===== src/rtl/cslesc_pkg.sv =====
// Shared types, character constants and the byte escape table function.
// No dependencies.
`timescale 1ns / 1ps

package cslesc_pkg;

  localparam int MaxChars  = 9;
  localparam int CharIdxW  = 4;
  localparam logic [7:0] CtrlLimit = 8'd32;
  localparam logic [7:0] ChZero    = 8'h30;
  localparam logic [7:0] ChNine    = 8'h39;
  localparam logic [7:0] ChQuote   = 8'h22;
  localparam logic [7:0] ChBslash  = 8'h5c;
  localparam logic       CmdData   = 1'b0;
  localparam logic       CmdEnd    = 1'b1;

  typedef struct packed {
    logic       command;
    logic [7:0] data_byte;
  } in_item_t;

  typedef struct packed {
    logic [7:0] out_char;
    logic       run_last;
  } out_item_t;

  // Characters caused by one accepted item, in output order from index 0.
  typedef struct packed {
    logic [CharIdxW-1:0]       len;
    logic [MaxChars-1:0][7:0]  chars;
  } plan_t;

  // Escaped form of one nonzero data byte: one, two or four characters.
  typedef struct packed {
    logic [2:0]      len;
    logic [3:0][7:0] chars;
  } esc_t;

  typedef struct packed {
    logic full;
    logic valid;
  } q_stat_t;

  function automatic esc_t esc_byte(input logic [7:0] b);
    esc_t       e;
    logic [7:0] pair;
    logic       is_pair;
    e       = '0;
    pair    = '0;
    is_pair = 1'b1;
    case (b)
      8'h0d:   pair = 8'h72; // r
      8'h0a:   pair = 8'h6e; // n
      8'h22:   pair = 8'h22;
      8'h5c:   pair = 8'h5c;
      8'h27:   pair = 8'h27;
      8'h07:   pair = 8'h61; // a
      8'h08:   pair = 8'h62; // b
      8'h0c:   pair = 8'h66; // f
      8'h09:   pair = 8'h74; // t
      8'h0b:   pair = 8'h76; // v
      default: is_pair = 1'b0;
    endcase
    if (is_pair) begin
      e.len      = 3'd2;
      e.chars[0] = ChBslash;
      e.chars[1] = pair;
    end else if (b < CtrlLimit) begin
      // octal: byte is below 32, so the high digit is bits 4:3
      e.len      = 3'd4;
      e.chars[0] = ChBslash;
      e.chars[1] = ChZero;
      e.chars[2] = ChZero + {6'd0, b[4:3]};
      e.chars[3] = ChZero + {5'd0, b[2:0]};
    end else begin
      e.len      = 3'd1;
      e.chars[0] = b;
    end
    return e;
  endfunction

endpackage


===== src/rtl/cslesc_front.sv =====
// Front part: accepts items, tracks string and pending NUL state, builds
// the character plan for each item. Depends on cslesc_pkg.
`timescale 1ns / 1ps

module cslesc_front (
  input  logic                clk,
  input  logic                rst_n,
  input  logic                in_push,
  output logic                in_full,
  input  cslesc_pkg::in_item_t in_data,
  input  cslesc_pkg::q_stat_t q_stat,
  output logic                q_push,
  output cslesc_pkg::plan_t   q_plan
);
  import cslesc_pkg::*;

  logic            inside_r, inside_nxt;
  logic            held_r, held_nxt;
  logic            accept;
  logic            open_q;
  logic            digit;
  logic [2:0]      nul_len;
  logic [2:0]      body_len;
  logic [3:0][7:0] body;
  esc_t            esc;
  logic [CharIdxW-1:0] k;
  logic [CharIdxW-1:0] m;

  assign in_full = q_stat.full;
  assign accept  = in_push && !q_stat.full;
  assign open_q  = !inside_r;
  assign digit   = (in_data.data_byte >= ChZero) && (in_data.data_byte <= ChNine);
  assign esc     = esc_byte(in_data.data_byte);

  always_comb begin
    inside_nxt = inside_r;
    held_nxt   = held_r;
    nul_len    = 3'd0;
    body_len   = 3'd0;
    body       = '0;
    if (in_data.command == CmdEnd) begin
      if (held_r) nul_len = 3'd2;
      body_len = 3'd1;
      body[0]  = ChQuote;
    end else begin
      if (held_r) nul_len = digit ? 3'd4 : 3'd2;
      if (in_data.data_byte != 8'd0) begin
        body_len = esc.len;
        body     = esc.chars;
      end
    end
    if (accept) begin
      inside_nxt = (in_data.command == CmdData);
      held_nxt   = (in_data.command == CmdData) && (in_data.data_byte == 8'd0);
    end
  end

  // Lay out opening quote, NUL escape and body side by side.
  always_comb begin
    q_plan     = '0;
    q_plan.len = CharIdxW'({3'd0, open_q}) + CharIdxW'(nul_len) + CharIdxW'(body_len);
    k          = '0;
    m          = '0;
    for (int p = 0; p < MaxChars; p++) begin
      k = CharIdxW'(p) - CharIdxW'({3'd0, open_q});
      m = k - CharIdxW'(nul_len);
      if (open_q && p == 0) begin
        q_plan.chars[p] = ChQuote;
      end else if (k < CharIdxW'(nul_len)) begin
        q_plan.chars[p] = (k == '0) ? ChBslash : ChZero;
      end else if (m < CharIdxW'(4)) begin
        q_plan.chars[p] = body[m[1:0]];
      end else begin
        q_plan.chars[p] = 8'd0;
      end
    end
  end

  // A NUL held inside an open string causes nothing yet: skip the queue.
  assign q_push = accept && (q_plan.len != '0);

  always_ff @(posedge clk) begin
    if (!rst_n) begin
      inside_r <= 1'b0;
      held_r   <= 1'b0;
    end else begin
      inside_r <= inside_nxt;
      held_r   <= held_nxt;
    end
  end

endmodule


===== src/rtl/cslesc_fifo.sv =====
// Short plan queue between front and back parts.
// Depends on cslesc_pkg.
`timescale 1ns / 1ps

module cslesc_fifo #(
  parameter int DEPTH = 2
) (
  input  logic                clk,
  input  logic                rst_n,
  input  logic                push,
  input  cslesc_pkg::plan_t   push_plan,
  input  logic                pop,
  output cslesc_pkg::plan_t   head,
  output cslesc_pkg::q_stat_t stat
);
  import cslesc_pkg::*;

  localparam int PtrW = (DEPTH > 1) ? $clog2(DEPTH) : 1;
  localparam int CntW = $clog2(DEPTH + 1);

  plan_t            mem [DEPTH];
  logic [PtrW-1:0]  wr_ptr_r, wr_ptr_nxt;
  logic [PtrW-1:0]  rd_ptr_r, rd_ptr_nxt;
  logic [CntW-1:0]  cnt_r, cnt_nxt;
  logic             do_push, do_pop;

  assign stat.full  = (cnt_r == CntW'(DEPTH));
  assign stat.valid = (cnt_r != '0);
  assign do_push    = push && !stat.full;
  assign do_pop     = pop && stat.valid;
  assign head       = mem[rd_ptr_r];

  always_comb begin
    wr_ptr_nxt = wr_ptr_r;
    rd_ptr_nxt = rd_ptr_r;
    cnt_nxt    = cnt_r;
    if (do_push) wr_ptr_nxt = (wr_ptr_r == PtrW'(DEPTH - 1)) ? '0 : wr_ptr_r + 1'b1;
    if (do_pop)  rd_ptr_nxt = (rd_ptr_r == PtrW'(DEPTH - 1)) ? '0 : rd_ptr_r + 1'b1;
    case ({do_push, do_pop})
      2'b10:   cnt_nxt = cnt_r + 1'b1;
      2'b01:   cnt_nxt = cnt_r - 1'b1;
      default: cnt_nxt = cnt_r;
    endcase
  end

  always_ff @(posedge clk) begin
    if (do_push) mem[wr_ptr_r] <= push_plan;
  end

  always_ff @(posedge clk) begin
    if (!rst_n) begin
      wr_ptr_r <= '0;
      rd_ptr_r <= '0;
      cnt_r    <= '0;
    end else begin
      wr_ptr_r <= wr_ptr_nxt;
      rd_ptr_r <= rd_ptr_nxt;
      cnt_r    <= cnt_nxt;
    end
  end

endmodule


===== src/rtl/cslesc_back.sv =====
// Back part: walks the head plan one character a cycle into the result
// register while that is free or being drained. Depends on cslesc_pkg.
`timescale 1ns / 1ps

module cslesc_back (
  input  logic                 clk,
  input  logic                 rst_n,
  input  cslesc_pkg::plan_t    head,
  input  cslesc_pkg::q_stat_t  q_stat,
  output logic                 q_pop,
  output logic                 out_empty,
  input  logic                 out_pop,
  output cslesc_pkg::out_item_t out_data
);
  import cslesc_pkg::*;

  logic [CharIdxW-1:0] idx_r, idx_nxt;
  logic                ovalid_r, ovalid_nxt;
  out_item_t           odata_r;
  logic                adv;
  logic                last;

  // Load when the result register is free or being drained this cycle.
  assign adv       = q_stat.valid && (!ovalid_r || out_pop);
  assign last      = (idx_r == head.len - 1'b1);
  assign q_pop     = adv && last;
  assign out_empty = !ovalid_r;
  assign out_data  = odata_r;

  always_comb begin
    idx_nxt    = idx_r;
    ovalid_nxt = ovalid_r;
    if (adv) begin
      idx_nxt    = last ? '0 : idx_r + 1'b1;
      ovalid_nxt = 1'b1;
    end else if (out_pop) begin
      ovalid_nxt = 1'b0;
    end
  end

  always_ff @(posedge clk) begin
    if (adv) begin
      odata_r.out_char <= head.chars[idx_r];
      odata_r.run_last <= last;
    end
  end

  always_ff @(posedge clk) begin
    if (!rst_n) begin
      idx_r    <= '0;
      ovalid_r <= 1'b0;
    end else begin
      idx_r    <= idx_nxt;
      ovalid_r <= ovalid_nxt;
    end
  end

endmodule


===== src/rtl/c_string_literal_escaper.sv =====
// Top level of the C string literal escaper: front, plan queue, back.
// Depends on cslesc_pkg, cslesc_front, cslesc_fifo, cslesc_back.
//
//  channel | ports                      | moves
//  --------+----------------------------+----------------------------------
//  input   | in_push, in_full, in_data  | command / data byte, one a request
//  result  | out_pop, out_empty, out_data | one literal character a request
//
// The front turns each accepted item into a plan of 0 to 6 characters,
// registered in the plan queue; the back moves it one character a cycle
// into the result register while that is free or drained, so plain bytes
// stream at one per cycle while out_pop stays high.
// Reset is synchronous: it closes any open string, drops a pending NUL and
// empties the queue and result register. in_full rises while the plan queue
// holds QUEUE_DEPTH plans; a stalled result holds on out_data.
`timescale 1ns / 1ps

module c_string_literal_escaper #(
  parameter int QUEUE_DEPTH = 2
) (
  input  logic                  clk,
  input  logic                  rst_n,
  input  logic                  in_push,
  output logic                  in_full,
  input  cslesc_pkg::in_item_t  in_data,
  output logic                  out_empty,
  input  logic                  out_pop,
  output cslesc_pkg::out_item_t out_data
);
  import cslesc_pkg::*;

  q_stat_t q_stat;
  plan_t   q_plan;
  plan_t   q_head;
  logic    q_push;
  logic    q_pop;

  cslesc_front u_front (
    .clk     (clk),
    .rst_n   (rst_n),
    .in_push (in_push),
    .in_full (in_full),
    .in_data (in_data),
    .q_stat  (q_stat),
    .q_push  (q_push),
    .q_plan  (q_plan)
  );

  cslesc_fifo #(
    .DEPTH (QUEUE_DEPTH)
  ) u_fifo (
    .clk       (clk),
    .rst_n     (rst_n),
    .push      (q_push),
    .push_plan (q_plan),
    .pop       (q_pop),
    .head      (q_head),
    .stat      (q_stat)
  );

  cslesc_back u_back (
    .clk       (clk),
    .rst_n     (rst_n),
    .head      (q_head),
    .q_stat    (q_stat),
    .q_pop     (q_pop),
    .out_empty (out_empty),
    .out_pop   (out_pop),
    .out_data  (out_data)
  );

endmodule


===== config.mk =====
export PLATFORM = sky130hd
export DESIGN_NAME = c_string_literal_escaper
export DESIGN_NICKNAME = d
export VERILOG_FILES = /design/src/rtl/cslesc_pkg.sv /design/src/rtl/cslesc_front.sv /design/src/rtl/cslesc_fifo.sv /design/src/rtl/cslesc_back.sv /design/src/rtl/c_string_literal_escaper.sv
export SDC_FILE = /design/constraint.sdc
export NUM_CORES = 1
export LEC_CHECK = 0
export ABC_AREA = 1
export ABC_CLOCK_PERIOD_IN_PS = 8900
export BUFFER_PORTS_ARGS = -buffer_cell sky130_fd_sc_hd__buf_2
export CAP_MARGIN = 15
export CORE_ASPECT_RATIO = 2
export CORE_MARGIN = 8
export CORE_UTILIZATION = 40
export DETAILED_ROUTE_END_ITERATION = 7
export PLACE_DENSITY_LB_ADDON = 0.25
export REMOVE_ABC_BUFFERS = 1
export SLEW_MARGIN = 10
export SYNTH_ARGS = -nofsm -noshare
export SYNTH_HDL_FRONTEND = slang
export SYNTH_SLANG_ARGS = --single-unit

===== constraint.sdc =====
create_clock -name clk -period 8.9 [get_ports clk]
set_clock_uncertainty 0.1 [all_clocks]
set_input_delay 1.78 -clock clk [delete_from_list [all_inputs] [get_ports clk]]
set_output_delay 1.78 -clock clk [all_outputs]
set_load 0.05 [all_outputs]

==> results.json <==
{
  "via_per_inst": 5.26,
  "dieWidth_um": 119,
  "clock_sinks": 173,
  "setup_viol": 0,
  "p_seq_share_pct": 47.3,
  "routed_wl_um": 21300,
  "final.setup.tns_ps": 0,
  "dr.pass1.iters": 5,
  "fmax_mhz": 184,
  "start_util_pct": 40.5,
  "rsz0062_at_grt": "no",
  "power_density_mw_per_mm2": 225,
  "syn_to_final_growth_pct": 11.7,
  "postSynthCellCount": 852,
  "cts.htree.levels": 4,
  "worstSetupPathType": "in -> reg",
  "clk_latency_ps": 440,
  "ys_top_cells_by_area": "edfxtp_1 57%, nand2_1 7.4%, nor2_1 5.9%, o21ai_0 4.9%, nand3_1 3.6%",
  "crit_slowest_cell": "buf_4",
  "met3_usage_pct": 2.96,
  "placed_cell_area_mm2": 0.00890,
  "min_period_ps": 5420,
  "reg2reg_from": "u_front.held_r$_SDFFE_PN0P_",
  "hold_violations": 0,
  "comb_power_share_pct": 19.1,
  "tightest_slew_ps": 1090,
  "postSynth.asyncResetShare_pct": 0,
  "coreArea_mm2": 0.0209,
  "ctsResizeCount": 0,
  "startpoint": "in_data[2]",
  "status": "finished clean",
  "critPathArrivalTime_ps": 5390,
  "cpMostUsedCell": "nand2_1",
  "power.total_w": 0.00213,
  "avgSynthCellArea_um2": 9.95,
  "yosysUniqueCellTypes": 43,
  "postLayoutCoreUtil_pct": 45.2,
  "critPathLaunchType": "input port",
  "busiest_layer": "met2",
  "maxSlewViolCount": 0,
  "met2_usage_pct": 30.1,
  "cp.required_ps": 8870,
  "holdPathStages": 2,
  "cts-hold-fix-buffers": 0,
  "internal_power_w": 0.00148,
  "fin_crit_sh_pct": 60.9,
  "pre_cts_ws_ps": 3020,
  "worstPathBufferInverterCount": 4,
  "gr-total-overflow": 0,
  "hold_path.class": "reg -> reg",
  "clock_path_buffers": 2,
  "grt_max_degree": 81,
  "n_fill_cell": 1971,
  "cts_buffers": 17,
  "grt_pass1_vias": 6088,
  "ys.warnings.count": 0,
  "path_cells": "buf_2, inv_2, nand2_1, nor2_1, o2111ai_1, nand2_1, inv_1, ha_1, a31oi_1, nand2_1, nand2_1, nor2_4, buf_4",
  "final_cell_mix": "167 x nand2_1, 161 x edfxtp_1, 132 x nor2_1, 83 x o21ai_0, 61 x nand3_1",
  "wire_per_inst_um": 18.4,
  "ios": 24,
  "worstSetupEndpointType": "register",
  "nNetsFinal": 914,
  "seq_area_mm2": 0.00508,
  "grt_pass1_wl_um": 33300,
  "synth_area_mm2": 0.00848,
  "drive_above_1_share_pct": 11.3,
  "fin_area_mm2": 0.00947,
  "antenna_cells": 0,
  "io_buffer_count": 23,
  "clockPowerShare_pct": 33.6,
  "cts_setup_buffers": 0,
  "path_depth": 13,
  "slew-limit-headroom_pct": 27.6,
  "swShare_pct": 30.6,
  "multiInputGateArea_mm2": 0.00310,
  "track_usage_pct": 16.6,
  "layout_commonest_cell": "nand2_1",
  "drcViolationCount": 0,
  "place.gp.congestion": 0.946,
  "ys_seq_area_share_pct": 59.9,
  "synth-seq-cells": 173,
  "maxCapViolCount": 0,
  "dpl.hpwl_um": 15000,
  "netlist.top_cell.by_area": "edfxtp_1",
  "synth.top_cell.area_share_pct": 57.0,
  "first_iter_violations": 378,
  "die_area_mm2": 0.0264,
  "dieHeight_um": 222,
  "worst_ir_drop_vdd_v": 0.000132,
  "crit_path_max_fanout": 46,
  "row_count": 75,
  "setup_ws_ps": 3480,
  "clockRootBuffer": "clkbuf_16",
  "grt_use_met1_pct": 17.0,
  "critPathTopFamily": "simple AND/OR/NAND/NOR gates",
  "min_from": "u_fifo.rd_ptr_r$_SDFFE_PN0P_",
  "path_clk_slew_ps": 70,
  "synth_ff_type": "edfxtp_1",
  "p_switching_w": 0.000653,
  "worstRegToRegCells": 9,
  "slowest_delay_ps": 630,
  "synth_edf_count": 161,
  "via_count": 6109,
  "p_leak_nw": 3.70,
  "antenna_found_initial": 0,
  "cts_tree": "built",
  "drtAntennaViolNets": 0
}
-- per-layer routing --
| layer | wire, µm | share of wire [%] |
|---|---|---|
| met4 | 1030 | 4.8 |
| met5 | 0 | 0 |
| met1 | 8050 | 38 |
| met2 | 11600 | 54 |
| met3 | 639 | 3.0 |
-- per-stage QoR --
step	hold slack, ps	std cells
global route	473	1162
floorplan	368	827
global placement	383	1130
finish	411	1162
CTS	416	1162
detailed placement	396	1130
-- final timing paths --
path / slack (ps) / endpoint
min: 410 / register
max: 3480 / u_fifo.mem[1][30]$_DFFE_PP_
max reg2reg: 5060 / u_fifo.mem[1][30]$_DFFE_PP_
min reg2reg: 410 / register
-- logic make-up after synthesis --
| logic type | after synthesis | synth area share (%) |
|---|---|---|
| simple gates | 406 | 20.8 |
| buf+inv | 90 | 4.46 |
| fa+ha+maj | 21 | 3.37 |
| mux | 8 | 0.945 |
| xor+xnor | 9 | 0.930 |
| flops | 173 | 59.9 |
| compound gates | 144 | 9.60 |
| other cells | 1 | 0.0442 |
-- sequential cells by signal, indices dropped and copies added, names as in the netlist, named ones only --
name and count:
u_fifo.rd_ptr_r 1, u_back.idx_r 4, u_back.out_data 9, u_front.inside_r 1
u_fifo.cnt_r 2, u_fifo.wr_ptr_r 1, u_back.ovalid_r 1, u_fifo.mem 152
u_front.held_r 1
-- power by group through the flow --
stage	clock (W)	combinational, W	sequential [W]
after global routing	0.000756	0.000453	0.00102
after floorplan	0	0.000222	0.00108
after detailed placement	0	0.000413	0.00103
after CTS	0.000727	0.000415	0.00101
after global placement	0	0.000410	0.00103
final	0.000717	0.000407	0.00101
-- tightest hold or removal path, cell delays in order, from the launching register on --
cell	delay (ps)
dfxtp_1	330
xor2_1	80
nor2_1	70
-- cell usage after synthesis, types with 3 or more instances --
library cell,instances
mux2i_1,8
ha_1,18
nand4_1,12
buf_4,5
fa_1,3
o221ai_1,11
xor2_1,8
dfxtp_1,12
clkbuf_1,29
nor2_2,3
o21ai_1,7
o21ai_0,83
o22ai_1,21
nand2_2,11
nor3_1,4
buf_2,3
nand2_1,167
inv_2,4
nor2_1,134
edfxtp_1,161
nand2_4,3
a21oi_1,12
inv_1,43
nand3_2,3
o211ai_1,6
nand3_1,61
-- cell type report --
type,instances,area share [%]
Sequential cell,173,53.6
Multi-Input combinational cell,604,32.7
Clock buffer,18,4.76
Tap cell,269,3.55
Timing Repair Buffer,34,2.09
Inverter,50,2.01
Clock inverter,14,1.27
No activity file was read; power rests on OpenSTA's default activity.
